## config.mk

```make
export PLATFORM = sky130hd
export DESIGN_NAME = stepper_trapezoid_ramp_control
export DESIGN_NICKNAME = d
export VERILOG_FILES = /design/src/rtl/core/stpr_pkg.sv /design/src/rtl/core/stepper_trapezoid_ramp_control.sv
export SDC_FILE = /design/constraint.sdc
export NUM_CORES = 1
export LEC_CHECK = 0
export ABC_AREA = 0
export BUFFER_PORTS_ARGS = -buffer_cell sky130_fd_sc_hd__buf_2
export CORE_UTILIZATION = 25
export CTS_CLUSTER_DIAMETER = 150
export DETAILED_ROUTE_END_ITERATION = 8
export GPL_TIMING_DRIVEN = 1
export MAX_ROUTING_LAYER = met4
export PLACE_DENSITY = 0.35
export SYNTH_ARGS = -nofsm -noshare
export SYNTH_HDL_FRONTEND = slang
export SYNTH_SLANG_ARGS = --single-unit
```

## constraint.sdc

```tcl
create_clock -name clk_i -period 11.4 [get_ports clk_i]
set_clock_uncertainty 0.05 [all_clocks]
set_input_delay 0 -clock clk_i [delete_from_list [all_inputs] [get_ports clk_i]]
set_output_delay 0 -clock clk_i [all_outputs]
set_load 0.01 [all_outputs]
```

## src/rtl/core/stpr_pkg.sv

```systemverilog
`timescale 1ns / 1ps

package stpr_pkg;

  localparam int unsigned COUNT_BITS   = 24;
  localparam int unsigned PERIOD_BITS  = 16;
  localparam int unsigned CURRENT_BITS = 12;
  localparam int unsigned CFG_IDX_BITS = 3;
  localparam int unsigned CFG_BITS     = 16;

  localparam logic [CURRENT_BITS-1:0] STOP_CURRENT = CURRENT_BITS'(64);

  localparam logic [PERIOD_BITS-1:0]  SLOW_PERIOD_RST = PERIOD_BITS'(800);
  localparam logic [PERIOD_BITS-1:0]  FAST_PERIOD_RST = PERIOD_BITS'(100);
  localparam logic [PERIOD_BITS-1:0]  RAMP_STEP_RST   = PERIOD_BITS'(10);
  localparam logic [CURRENT_BITS-1:0] RUN_CURRENT_RST = '0;

  typedef enum logic [1:0] {
    ST_STOP   = 2'd0,
    ST_ACCEL  = 2'd1,
    ST_CRUISE = 2'd2,
    ST_BRAKE  = 2'd3
  } status_e;

  typedef enum logic [1:0] {
    CMD_START = 2'd0,
    CMD_RAMP  = 2'd1,
    CMD_STEP  = 2'd2
  } cmd_e;

  typedef enum logic [CFG_IDX_BITS-1:0] {
    CFG_SLOW_PERIOD = 3'd0,
    CFG_FAST_PERIOD = 3'd1,
    CFG_RAMP_STEP   = 3'd2,
    CFG_RUN_CURRENT = 3'd3,
    CFG_BLDC_STOP   = 3'd4
  } cfg_idx_e;

  typedef struct packed {
    logic [1:0]            command;
    logic [COUNT_BITS-1:0] move_steps;
    logic                  move_direction;
  } req_t;

  typedef struct packed {
    logic [1:0]              motion_status;
    logic [PERIOD_BITS-1:0]  step_period;
    logic                    pulse_enable;
    logic                    ramp_enable;
    logic                    direction_out;
    logic [CURRENT_BITS-1:0] current_out;
    logic                    move_done;
    logic                    cruise_clamped;
  } rsp_t;

endpackage

```

## src/rtl/core/stepper_trapezoid_ramp_control.sv

```systemverilog
`timescale 1ns / 1ps

// Trapezoidal step-rate profiler for a stepper drive, driven by events.
//
// Input channel (in_valid_i / in_stall_o / in_req_i): one request per event,
// either a start command, a ramp tick or one counted step. Output channel
// (out_valid_o / out_stall_i / out_rsp_o): exactly one response per request,
// carrying the motion state after that request plus done and clamp flags.
//
// A response is registered in the response register, or in the skid
// register while the receiver stalls. One request is taken per cycle while
// in_stall_o is low; all profile arithmetic (one add, one compare, one
// subtract per path) sits between the state and response registers.
//
// When the receiver stalls, the response register holds and one more
// response lands in a skid register; in_stall_o is high while the skid
// register is full, so the input stalls until it has drained.
//
// Reset clears the motion state to stopped with period, counters and current
// at zero, and loads the configuration registers with their defaults.
// Configuration writes (cfg_we_i) take effect at the next edge.
module stepper_trapezoid_ramp_control (
  input  logic                                clk_i,
  input  logic                                rst_ni,
  input  logic                                cfg_we_i,
  input  logic [stpr_pkg::CFG_IDX_BITS-1:0]   cfg_idx_i,
  input  logic [stpr_pkg::CFG_BITS-1:0]       cfg_data_i,
  input  logic                                in_valid_i,
  output logic                                in_stall_o,
  input  stpr_pkg::req_t                      in_req_i,
  output logic                                out_valid_o,
  input  logic                                out_stall_i,
  output stpr_pkg::rsp_t                      out_rsp_o
);
  import stpr_pkg::*;

  // configuration
  logic [PERIOD_BITS-1:0]  slow_period_q, fast_period_q, ramp_step_q;
  logic [CURRENT_BITS-1:0] run_current_q;
  logic                    bldc_stop_q;

  // motion state
  status_e                 status_q, status_d;
  logic [PERIOD_BITS-1:0]  period_q, period_d;
  logic [COUNT_BITS-1:0]   step_count_q, step_count_d;
  logic [COUNT_BITS-1:0]   count_limit_q, count_limit_d;
  logic [COUNT_BITS-1:0]   total_q, total_d;
  logic [COUNT_BITS-1:0]   passed_q, passed_d;
  logic [COUNT_BITS-1:0]   accel_q, accel_d;
  logic [COUNT_BITS-1:0]   cruise_q, cruise_d;
  logic                    dir_q, dir_d;
  logic                    pulse_on_q, pulse_on_d;
  logic                    ramp_on_q, ramp_on_d;
  logic [CURRENT_BITS-1:0] current_q, current_d;

  // response path
  rsp_t out_q, skid_q, rsp;
  logic out_valid_q, skid_valid_q;
  logic in_acc, out_fire;
  logic done, clamped;

  // profile arithmetic
  logic [PERIOD_BITS:0]  fast_plus_ramp, period_plus_ramp;
  logic [COUNT_BITS+1:0] cruise_a, cruise_b, cruise_diff;
  logic [COUNT_BITS-1:0] passed_sum;

  assign in_stall_o  = skid_valid_q;
  assign in_acc      = in_valid_i && !in_stall_o;
  assign out_valid_o = out_valid_q;
  assign out_fire    = out_valid_q && !out_stall_i;
  assign out_rsp_o   = out_q;

  // Configuration registers; writes beyond the list are dropped.
  always_ff @(posedge clk_i or negedge rst_ni) begin
    if (!rst_ni) begin
      slow_period_q <= SLOW_PERIOD_RST;
      fast_period_q <= FAST_PERIOD_RST;
      ramp_step_q   <= RAMP_STEP_RST;
      run_current_q <= RUN_CURRENT_RST;
      bldc_stop_q   <= 1'b0;
    end else if (cfg_we_i) begin
      case (cfg_idx_i)
        CFG_SLOW_PERIOD: slow_period_q <= cfg_data_i[PERIOD_BITS-1:0];
        CFG_FAST_PERIOD: fast_period_q <= cfg_data_i[PERIOD_BITS-1:0];
        CFG_RAMP_STEP:   ramp_step_q   <= cfg_data_i[PERIOD_BITS-1:0];
        CFG_RUN_CURRENT: run_current_q <= cfg_data_i[CURRENT_BITS-1:0];
        CFG_BLDC_STOP:   bldc_stop_q   <= cfg_data_i[0];
        default: ;
      endcase
    end
  end

  // Widened sums so the end-of-ramp compares never wrap.
  assign fast_plus_ramp   = {1'b0, fast_period_q} + {1'b0, ramp_step_q};
  assign period_plus_ramp = {1'b0, period_q} + {1'b0, ramp_step_q};

  // Cruise length (total + 1) - (accel + 2) * 2, with accel taken from the
  // step counter at the moment acceleration ends.
  assign cruise_a    = (COUNT_BITS+2)'(total_q) + (COUNT_BITS+2)'(1);
  assign cruise_b    = ((COUNT_BITS+2)'(step_count_q) + (COUNT_BITS+2)'(2)) << 1;
  assign cruise_diff = cruise_a - cruise_b;

  // Steps passed once cruise is over.
  assign passed_sum = passed_q + cruise_q;

  always_comb begin
    status_d      = status_q;
    period_d      = period_q;
    step_count_d  = step_count_q;
    count_limit_d = count_limit_q;
    total_d       = total_q;
    passed_d      = passed_q;
    accel_d       = accel_q;
    cruise_d      = cruise_q;
    dir_d         = dir_q;
    pulse_on_d    = pulse_on_q;
    ramp_on_d     = ramp_on_q;
    current_d     = current_q;
    done          = 1'b0;
    clamped       = 1'b0;

    if (in_acc) begin
      case (in_req_i.command)
        CMD_START: begin
          // Restart from scratch, even in the middle of a move.
          total_d       = in_req_i.move_steps - COUNT_BITS'(1);
          count_limit_d = in_req_i.move_steps - COUNT_BITS'(1);
          passed_d      = '0;
          step_count_d  = '0;
          dir_d         = in_req_i.move_direction;
          current_d     = run_current_q;
          period_d      = slow_period_q;
          status_d      = ST_ACCEL;
          pulse_on_d    = 1'b1;
          ramp_on_d     = 1'b1;
        end
        CMD_RAMP: begin
          if (ramp_on_q && status_q == ST_ACCEL) begin
            if ({1'b0, period_q} <= fast_plus_ramp) begin
              // Top speed reached: latch the ramp length, plan the cruise.
              accel_d   = step_count_q;
              passed_d  = passed_q + step_count_q;
              period_d  = fast_period_q;
              status_d  = ST_CRUISE;
              ramp_on_d = 1'b0;
              if (cruise_b > cruise_a) begin
                cruise_d = '0;
                clamped  = 1'b1;
              end else begin
                cruise_d = cruise_diff[COUNT_BITS-1:0];
              end
              count_limit_d = cruise_d;
            end else begin
              period_d = period_q - ramp_step_q;
            end
          end else if (ramp_on_q && status_q == ST_BRAKE) begin
            if (period_plus_ramp >= {1'b0, slow_period_q}) begin
              period_d = slow_period_q;
              if (bldc_stop_q) begin
                pulse_on_d   = 1'b0;
                ramp_on_d    = 1'b0;
                current_d    = STOP_CURRENT;
                status_d     = ST_STOP;
                step_count_d = '0;
                total_d      = '0;
                passed_d     = '0;
                accel_d      = '0;
                done         = 1'b1;
              end else begin
                ramp_on_d = 1'b0;
              end
            end else begin
              period_d = period_plus_ramp[PERIOD_BITS-1:0];
            end
          end
        end
        CMD_STEP: begin
          // Count every step; wrap at the limit; cruise and brake act on the wrap.
          if (step_count_q >= count_limit_q) begin
            step_count_d = '0;
            if (status_q == ST_CRUISE) begin
              passed_d = passed_sum;
              if (passed_sum > total_q) begin
                count_limit_d = '0;
                clamped       = 1'b1;
              end else begin
                count_limit_d = total_q - passed_sum;
              end
              status_d  = ST_BRAKE;
              ramp_on_d = 1'b1;
            end else if (status_q == ST_BRAKE) begin
              pulse_on_d   = 1'b0;
              ramp_on_d    = 1'b0;
              current_d    = STOP_CURRENT;
              status_d     = ST_STOP;
              step_count_d = '0;
              total_d      = '0;
              passed_d     = '0;
              accel_d      = '0;
              done         = 1'b1;
            end
          end else begin
            step_count_d = step_count_q + COUNT_BITS'(1);
          end
        end
        default: ;
      endcase
    end
  end

  always_comb begin
    rsp.motion_status  = status_d;
    rsp.step_period    = period_d;
    rsp.pulse_enable   = pulse_on_d;
    rsp.ramp_enable    = ramp_on_d;
    rsp.direction_out  = dir_d;
    rsp.current_out    = current_d;
    rsp.move_done      = done;
    rsp.cruise_clamped = clamped;
  end

  always_ff @(posedge clk_i or negedge rst_ni) begin
    if (!rst_ni) begin
      status_q      <= ST_STOP;
      period_q      <= '0;
      step_count_q  <= '0;
      count_limit_q <= '0;
      total_q       <= '0;
      passed_q      <= '0;
      accel_q       <= '0;
      cruise_q      <= '0;
      dir_q         <= 1'b0;
      pulse_on_q    <= 1'b0;
      ramp_on_q     <= 1'b0;
      current_q     <= '0;
    end else begin
      status_q      <= status_d;
      period_q      <= period_d;
      step_count_q  <= step_count_d;
      count_limit_q <= count_limit_d;
      total_q       <= total_d;
      passed_q      <= passed_d;
      accel_q       <= accel_d;
      cruise_q      <= cruise_d;
      dir_q         <= dir_d;
      pulse_on_q    <= pulse_on_d;
      ramp_on_q     <= ramp_on_d;
      current_q     <= current_d;
    end
  end

  // Response register plus one skid slot.
  always_ff @(posedge clk_i or negedge rst_ni) begin
    if (!rst_ni) begin
      out_valid_q  <= 1'b0;
      skid_valid_q <= 1'b0;
    end else if (skid_valid_q) begin
      if (out_fire) begin
        skid_valid_q <= 1'b0;
      end
    end else if (in_acc) begin
      if (!out_valid_q || out_fire) begin
        out_valid_q <= 1'b1;
      end else begin
        skid_valid_q <= 1'b1;
      end
    end else if (out_fire) begin
      out_valid_q <= 1'b0;
    end
  end

  always_ff @(posedge clk_i) begin
    if (skid_valid_q) begin
      if (out_fire) begin
        out_q <= skid_q;
      end
    end else if (in_acc) begin
      if (!out_valid_q || out_fire) begin
        out_q <= rsp;
      end else begin
        skid_q <= rsp;
      end
    end
  end

`ifndef SYNTHESIS
  a_skid_needs_out: assert property (@(posedge clk_i) disable iff (!rst_ni)
    skid_valid_q |-> out_valid_q)
    else $error("skid slot full while response register empty");

  a_stop_no_pulse: assert property (@(posedge clk_i) disable iff (!rst_ni)
    (status_q == ST_STOP) |-> (!ramp_on_q && (pulse_on_q == 1'b0)))
    else $error("pulses or ramp active while stopped");

  a_cruise_no_ramp: assert property (@(posedge clk_i) disable iff (!rst_ni)
    (status_q == ST_CRUISE) |-> !ramp_on_q)
    else $error("ramp active while cruising");

  a_done_is_stop: assert property (@(posedge clk_i) disable iff (!rst_ni)
    (out_valid_q && out_q.move_done) |-> (out_q.motion_status == ST_STOP))
    else $error("move done reported with motion still running");

  a_accept_fills: assert property (@(posedge clk_i) disable iff (!rst_ni)
    in_acc |=> out_valid_q)
    else $error("accepted request produced no response");
`endif

endmodule
```

==> After elaboration in Yosys (flattened, before gate mapping) <==
Cells that the tools add are included.
W data, S select, Z words.
{ "op_classes": {"addsub": 11, "magnitude_cmp": 5, "n_eq_ne": 26, "mux": 93, "n_bitwise": 2, "n_reduce_logical": 27} }
{ "op_table": {"columns": ["operator", "count"], "rows": [
  ["$mux W24", 18],
  ["$pmux W24 S3", 4],
  ["$mux W35", 4],
  ["$mux W12", 8],
  ["$mux W16", 5],
  ["$add A24 B24 Y24", 2],
  ["$sub A24 B24 Y24", 2],
  ["$mux W1", 38],
  ["$pmux W12 S3", 1],
  ["$add A16 B16 Y17", 2],
  ["$pmux W16 S2", 1],
  ["$gt A26 B25 Y1", 1],
  ["$add A24 B1 Y25 const B", 1],
  ["$add A24 B2 Y25 const B", 1],
  ["$add A24 B1 Y24 const B", 1],
  ["$ge A24 B24 Y1", 1],
  ["$gt A24 B24 Y1", 1],
  ["$sub A24 B1 Y24 const B", 1],
  ["$ne A2 B2 Y1 const B", 10],
  ["$mux W2", 9],
  ["$ge A17 B16 Y1", 1],
  ["$le A16 B17 Y1", 1],
  ["$sub A16 B16 Y16", 1],
  ["$ne A3 B3 Y1 const B", 5],
  ["23 further kinds", 45]
]} }
{ "totals": {"register_bits": 286, "input_bits": 51, "output_inout_bits": 37} }

==> Longest topological paths before layout <==
{ "logic_depth": {"word_depth": 10, "depth_mapped": 23, "depth_no_buf": 20} }

==> Worst setup path after synthesis <==
No wires, ideal clock.
{ "synth_timing": {"kind": "register to register", "start": "register ramp_step_q[1]", "end": "register skid_q[30] (netlist name) (data pin)", "setup_time_ns": 0.278, "arrival_time_ns": 4.400, "required_ns": 11.072, "setup_slack_ns": 6.672, "stages_incl_launch_ff": 21, "synth_period_minus_slack_ns": 4.728, "path_cell_list": "dfstp_2 > ha_1 > a21o_1 > a21o_1 > a21oi_1 > inv_1 > a31o_2 > a21boi_0 > o21bai_1 > a21bo_2 > xnor2_1 > ha_1 > and3_1 > a211oi_1 > a31oi_1 > or4b_1 > buf_2 > nor2_4 > mux2_2 > a222oi_1 > a21oi_1"} }
{ "synth_via": {"elab_chain_len": 7, "word_cells_on_any_way": 11} }
{ "synth_lines": {"columns": ["item", "line", "source"], "rows": [
  ["start, declared", "stepper_trapezoid_ramp_control.sv:38", "logic [PERIOD_BITS-1:0] slow_period_q, fast_period_q, ramp_step_q;"],
  ["start signal, assigned", "stepper_trapezoid_ramp_control.sv:85", "CFG_RAMP_STEP: ramp_step_q <= cfg_data_i[PERIOD_BITS-1:0];"],
  ["$add A16 B16 Y17", "stepper_trapezoid_ramp_control.sv:95", "assign period_plus_ramp = {1'b0, period_q} + {1'b0, ramp_step_q};"],
  ["$ge A17 B16 Y1", "stepper_trapezoid_ramp_control.sv:157", "if (period_plus_ramp >= {1'b0, slow_period_q}) begin"],
  ["$mux W16", "stepper_trapezoid_ramp_control.sv:157", null],
  ["$mux W16", "stepper_trapezoid_ramp_control.sv:156", "end else if (ramp_on_q && status_q == ST_BRAKE) begin"],
  ["$mux W16 *", "stepper_trapezoid_ramp_control.sv:138", "if (ramp_on_q && status_q == ST_ACCEL) begin"],
  ["$pmux W16 S2 *", "stepper_trapezoid_ramp_control.sv:123", "case (in_req_i.command)"],
  ["$mux W16 *", "stepper_trapezoid_ramp_control.sv:122", "if (in_acc) begin"],
  ["named net period_d[13]", "stepper_trapezoid_ramp_control.sv:44", "logic [PERIOD_BITS-1:0] period_q, period_d;"],
  ["end signal, assigned", "stepper_trapezoid_ramp_control.sv:281", "skid_q <= rsp;"],
  ["end, declared", "stepper_trapezoid_ramp_control.sv:57", "rsp_t out_q, skid_q, rsp;"]
]} }
Mark *: on every way through the listed nets, which the timed path passes. The rest lies on a longest branch.
A chain may end at the register's enable or synchronous reset.

==> Worst setup path after layout <==
{ "layout_timing": {"start": "register ramp_step_q[1]", "end": "register out_q, in the netlist out_rsp_o[6] (data pin)"} }
{ "layout_via": {"elab_chain_len": 10} }
{ "layout_lines": {"columns": ["item", "line", "source"], "rows": [
  ["$add A16 B16 Y17", "stepper_trapezoid_ramp_control.sv:95", null],
  ["$ge A17 B16 Y1", "stepper_trapezoid_ramp_control.sv:157", null],
  ["$mux W12", "stepper_trapezoid_ramp_control.sv:157", null],
  ["$mux W12", "stepper_trapezoid_ramp_control.sv:156", null],
  ["$mux W12", "stepper_trapezoid_ramp_control.sv:138", null],
  ["$pmux W12 S3", "stepper_trapezoid_ramp_control.sv:123", null],
  ["$mux W12", "stepper_trapezoid_ramp_control.sv:122", null],
  ["named net current_d[4]", "stepper_trapezoid_ramp_control.sv:54", "logic [CURRENT_BITS-1:0] current_q, current_d;"],
  ["$mux W35", "stepper_trapezoid_ramp_control.sv:278", "if (!out_valid_q || out_fire) begin"],
  ["$mux W35", "stepper_trapezoid_ramp_control.sv:277", "end else if (in_acc) begin"],
  ["$mux W35", "stepper_trapezoid_ramp_control.sv:273", "if (skid_valid_q) begin"],
  ["end signal, assigned", "stepper_trapezoid_ramp_control.sv:275", "out_q <= skid_q;"],
  ["end signal, assigned", "stepper_trapezoid_ramp_control.sv:279", "out_q <= rsp;"],
  ["end, declared", "stepper_trapezoid_ramp_control.sv:57", null]
]} }
The timed path passes the listed nets, and every way through them passes these cells. The select of a mux whose other input is x is not followed.

==> results.cfg <==
[sta]
post-route-period-util = 0.548
fin_setup_tns_ps = 0
fin_worst_hold_slack_ps = -10.1
rsz0062_at_grt = false
max_freq_ghz = 0.160
hold_viol_final = 2
min_period_ps = 6240
setup_viol = 0
worstMarginPinSlew_ps = 1160
slew_viol_final = 0
slew_headroom = 0.223

[power]
p_int_w = 0.00347
p_seq_frac = 0.256
combPwrFrac = 0.540
power-per-cell-area_nw_per_um2 = 251
p_leak_nw = 11.1
irDropWorstVdd_uv = 107
p_clk_frac = 0.204
switching_share = 0.464
power.switching_w = 0.00300

[floorplanning]
io_pins = 88
die-width_um = 299
die_area_sq_um = 89200
fp.coreArea_sq_um = 87000
num_rows = 108
die_h_um = 299
initial_core_util = 0.253

[detailed_routing]
vias = 19000
totalWireLength_um = 87300
drtIter0Drc = 1393
dr.pass1.iters = 7
ant_nets = 0
wl_per_cell_um = 23.3
drc_errors = 0
vias_per_cell = 5.07

[global_routing]
overflow = 0
grtUsageTotal = 0.200
grt_pass1_wl_um = 130000
grt_pass1_vias = 19100
antenna_found_initial = 3
grt_max_degree = 90

[cts]
h-tree-depth = 2
cts-root-buf = clkbuf_16
insertion_delay_ps = 590
postCtsSetupRepairBufs = 0
numClockSinks = 286
numCtsBuffers = 41
clock_path_buffers = 3
ctsResizeCount = 0
path_clk_slew_ps = 60
cts_tree = yes

[worst_hold_path]
hold_path.class = in2async

[setup_path]
path_max_fanout = 28
start_kind = register
slowest_delay_ps = 610
cp_data_arrival_time_ps = 6650
worst_path_max_delay_cell = o41ai_1
crit_top_cell = ha_1
required_ps = 11810
critical_path_class = reg2reg
path_cells = inv_1, ha_1, nand2b_1, a221oi_1, o221ai_1, o41ai_1, a2111oi_0, nor2_1, xnor2_1, ha_1, a21o_1, a211oi_1, o211ai_1, o211ai_2, a21o_2, buf_4, a22o_1, mux2_2
end_kind = register

[logic_synthesis]
synth_compound_area_frac = 0.220
synthSimpleGateAreaFrac = 0.148
synth_top_family_by_area = compound AO/OA/AOI/OAI gates
synthArstFlopShare = 0.755
synth_ff_type = dfrtp_1
avgSynthCellArea_sq_um = 9.09
synth_cell_type_count = 92
synth-xor-area-share = 0.0756
synth_area_sq_um = 22000
synth_mux_area_frac = 0.0341
yosysWarnings = 0
postSynthCellCount = 2421
synth_fp_nets = 2710
synth_fa_ha_area_frac = 0.138
ys_ff_latch = 286
synth_edf_count = 70
seq_area_frac_synth = 0.342

[finish]
final_nets = 2843
instances_no_fill = 3742
final_layout_size_suffix_gt1_frac = 0.114
mostFrequentLayoutCell = ha_1
syn2layout_area_growth_pct = 17.2
layout_common_cells = 230 x ha_1, 225 x nand2_1, 208 x dfrtp_1, 161 x a21oi_1, 159 x inv_1

[placement]
portBuffers = 87
dpl.cell_count = 3610
dpl.hpwl_um = 66300
gp_congestion = 0.883

[run]
drv_cap = 0

[run_status]
status = finished, violations left
failed_checks = negative hold slack
-- repair_timing --
action	in CTS	in global routing
endpoints found under the hold margin	193	0
setup endpoints to repair	0	0
hold buffers	56	0
-- area by class of cell --
class / instances / area (sq um)
timing repair buffer: 174 / 1240
fill: 9236 / 61200
tap: 1155 / 1450
clock buffer: 50 / 1120
clock inverter: 25 / 256
multi-input combinational: 1891 / 13600
inverter: 160 / 601
antenna: 1 / 2.50
sequential: 286 / 7520
-- per-stage QoR --
| stage | hold WS, ps | total power, W | instance area, sq um | worst slack [ps] | utilization |
|---|---|---|---|---|---|
| detailed placement | 88.9 | 0.00513 | 23800 | 5190 | 0.274 |
| global route | 19.7 | 0.00694 | 25800 | 4660 | 0.296 |
| global placement | 82.3 | 0.00514 | 23800 | 5160 | 0.274 |
| finish | -10.1 | 0.00646 | 25800 | 5160 | 0.296 |
| floorplan | -346 | 0.00388 | 22000 | 6670 | - |
| CTS | 0.0300 | 0.00653 | 25800 | 5140 | 0.296 |
-- cells in the mapped netlist (all sizes together), types with 17 or more instances --
cell type,count,share of area
ha,231,0.13
nand2,225,0.038
dfrtp,208,0.24
a21oi,163,0.037
nor2,161,0.028
inv,160,0.027
o21ai,156,0.036
xnor2,107,0.043
xor2,83,0.033
edfxtp,70,0.096
clkbuf,65,0.011
a21o,64,0.022
mux2,61,0.031
o31ai,58,0.020
nand3,54,0.012
nor3,48,0.012
a22o,39,0.016
nand2b,30,0.0085
and3,27,0.0077
a211oi,26,0.0089
nand4,23,0.0065
o22ai,21,0.0060
a31oi,20,0.0057
nor2b,20,0.0057
buf,19,0.0050
o21a,18,0.0061
o21bai,17,0.0058
or3,17,0.0048
-- power by group through the flow --
stage          logic [W]  clock network (W)  registers [W]
3_3_place_gp     0.00346                  0        0.00168
5_1_grt          0.00384            0.00140        0.00170
2_1_floorplan    0.00229                  0        0.00159
3_5_place_dp     0.00346                  0        0.00167
4_1_cts          0.00350            0.00137        0.00166
6_report         0.00349            0.00132        0.00165
-- worst max-delay path, delay by kind of cell, from the launching register on --
family / cells / cell delay (ps)
AOI/OAI and AO/OA: 10 / 3730
DFF: 1 / 540
buffers and inverters: 2 / 600
adders and majority gates: 2 / 520
and+or+nand+nor: 2 / 320
xor gates and xnor gates: 1 / 110
muxes: 1 / 160
-- registers in the layout, summed over array words and instances, names as in the netlist --
signal	count
out_rsp_o	35
skid_q	35
count_limit_q	24
cruise_q	24
passed_q	24
step_count_q	24
total_q	24
fast_period_q	16
period_q	16
ramp_step_q	16
slow_period_q	16
current_q	12
run_current_q	12
status_q	2
bldc_stop_q	1
dir_q	1
in_stall_o	1
out_valid_o	1
pulse_on_q	1
ramp_on_q	1
-- cells by family (layout without fill, tap and decap cells) --
| group | after synthesis | count (layout) |
|---|---|---|
| fa+ha+maj | 238 | 238 |
| compound gates | 719 | 719 |
| xor+xnor | 190 | 190 |
| simple gates | 677 | 677 |
| other cells | 0 | 1 |
| buf+inv | 244 | 409 |
| flops | 286 | 286 |
| mux | 67 | 67 |
-- path summary, 6_finish.rpt --
path / start / to / slack, ps / cells past startpoint
hold / removal: rst_ni / count_limit_q[2]$_DFFE_PN0P_ / -10 / 2
max in group asynchronous: rst_ni / passed_q[7]$_DFFE_PN0P_ / 9660 / 3
hold reg to reg: count_limit_q[7]$_DFFE_PN0P_ / count_limit_q[7]$_DFFE_PN0P_ / 430 / 2
setup reg to reg: ramp_step_q[1]$_DFFE_PN1P_ / out_rsp_o[6]$_DFFE_PP_ / 5160 / 18
min in group clk_i: in_req_i[7] / total_q[6]$_DFFE_PN0P_ / 20 / 4
setup / recovery: ramp_step_q[1]$_DFFE_PN1P_ / out_rsp_o[6]$_DFFE_PP_ / 5160 / 18
-- per-layer routing --
| metal | vias up | routed length [um] | global-route usage |
|---|---|---|---|
| li1 | 9133 | - | - |
| met1 | 9401 | 41200 | 0.265 |
| met2 | 364 | 41800 | 0.332 |
| met3 | 79 | 2930 | 0.0222 |
| met4 | 0 | 1410 | 0.0358 |
| met5 | - | 0 | - |
No activity file was read; power rests on OpenSTA's default activity.
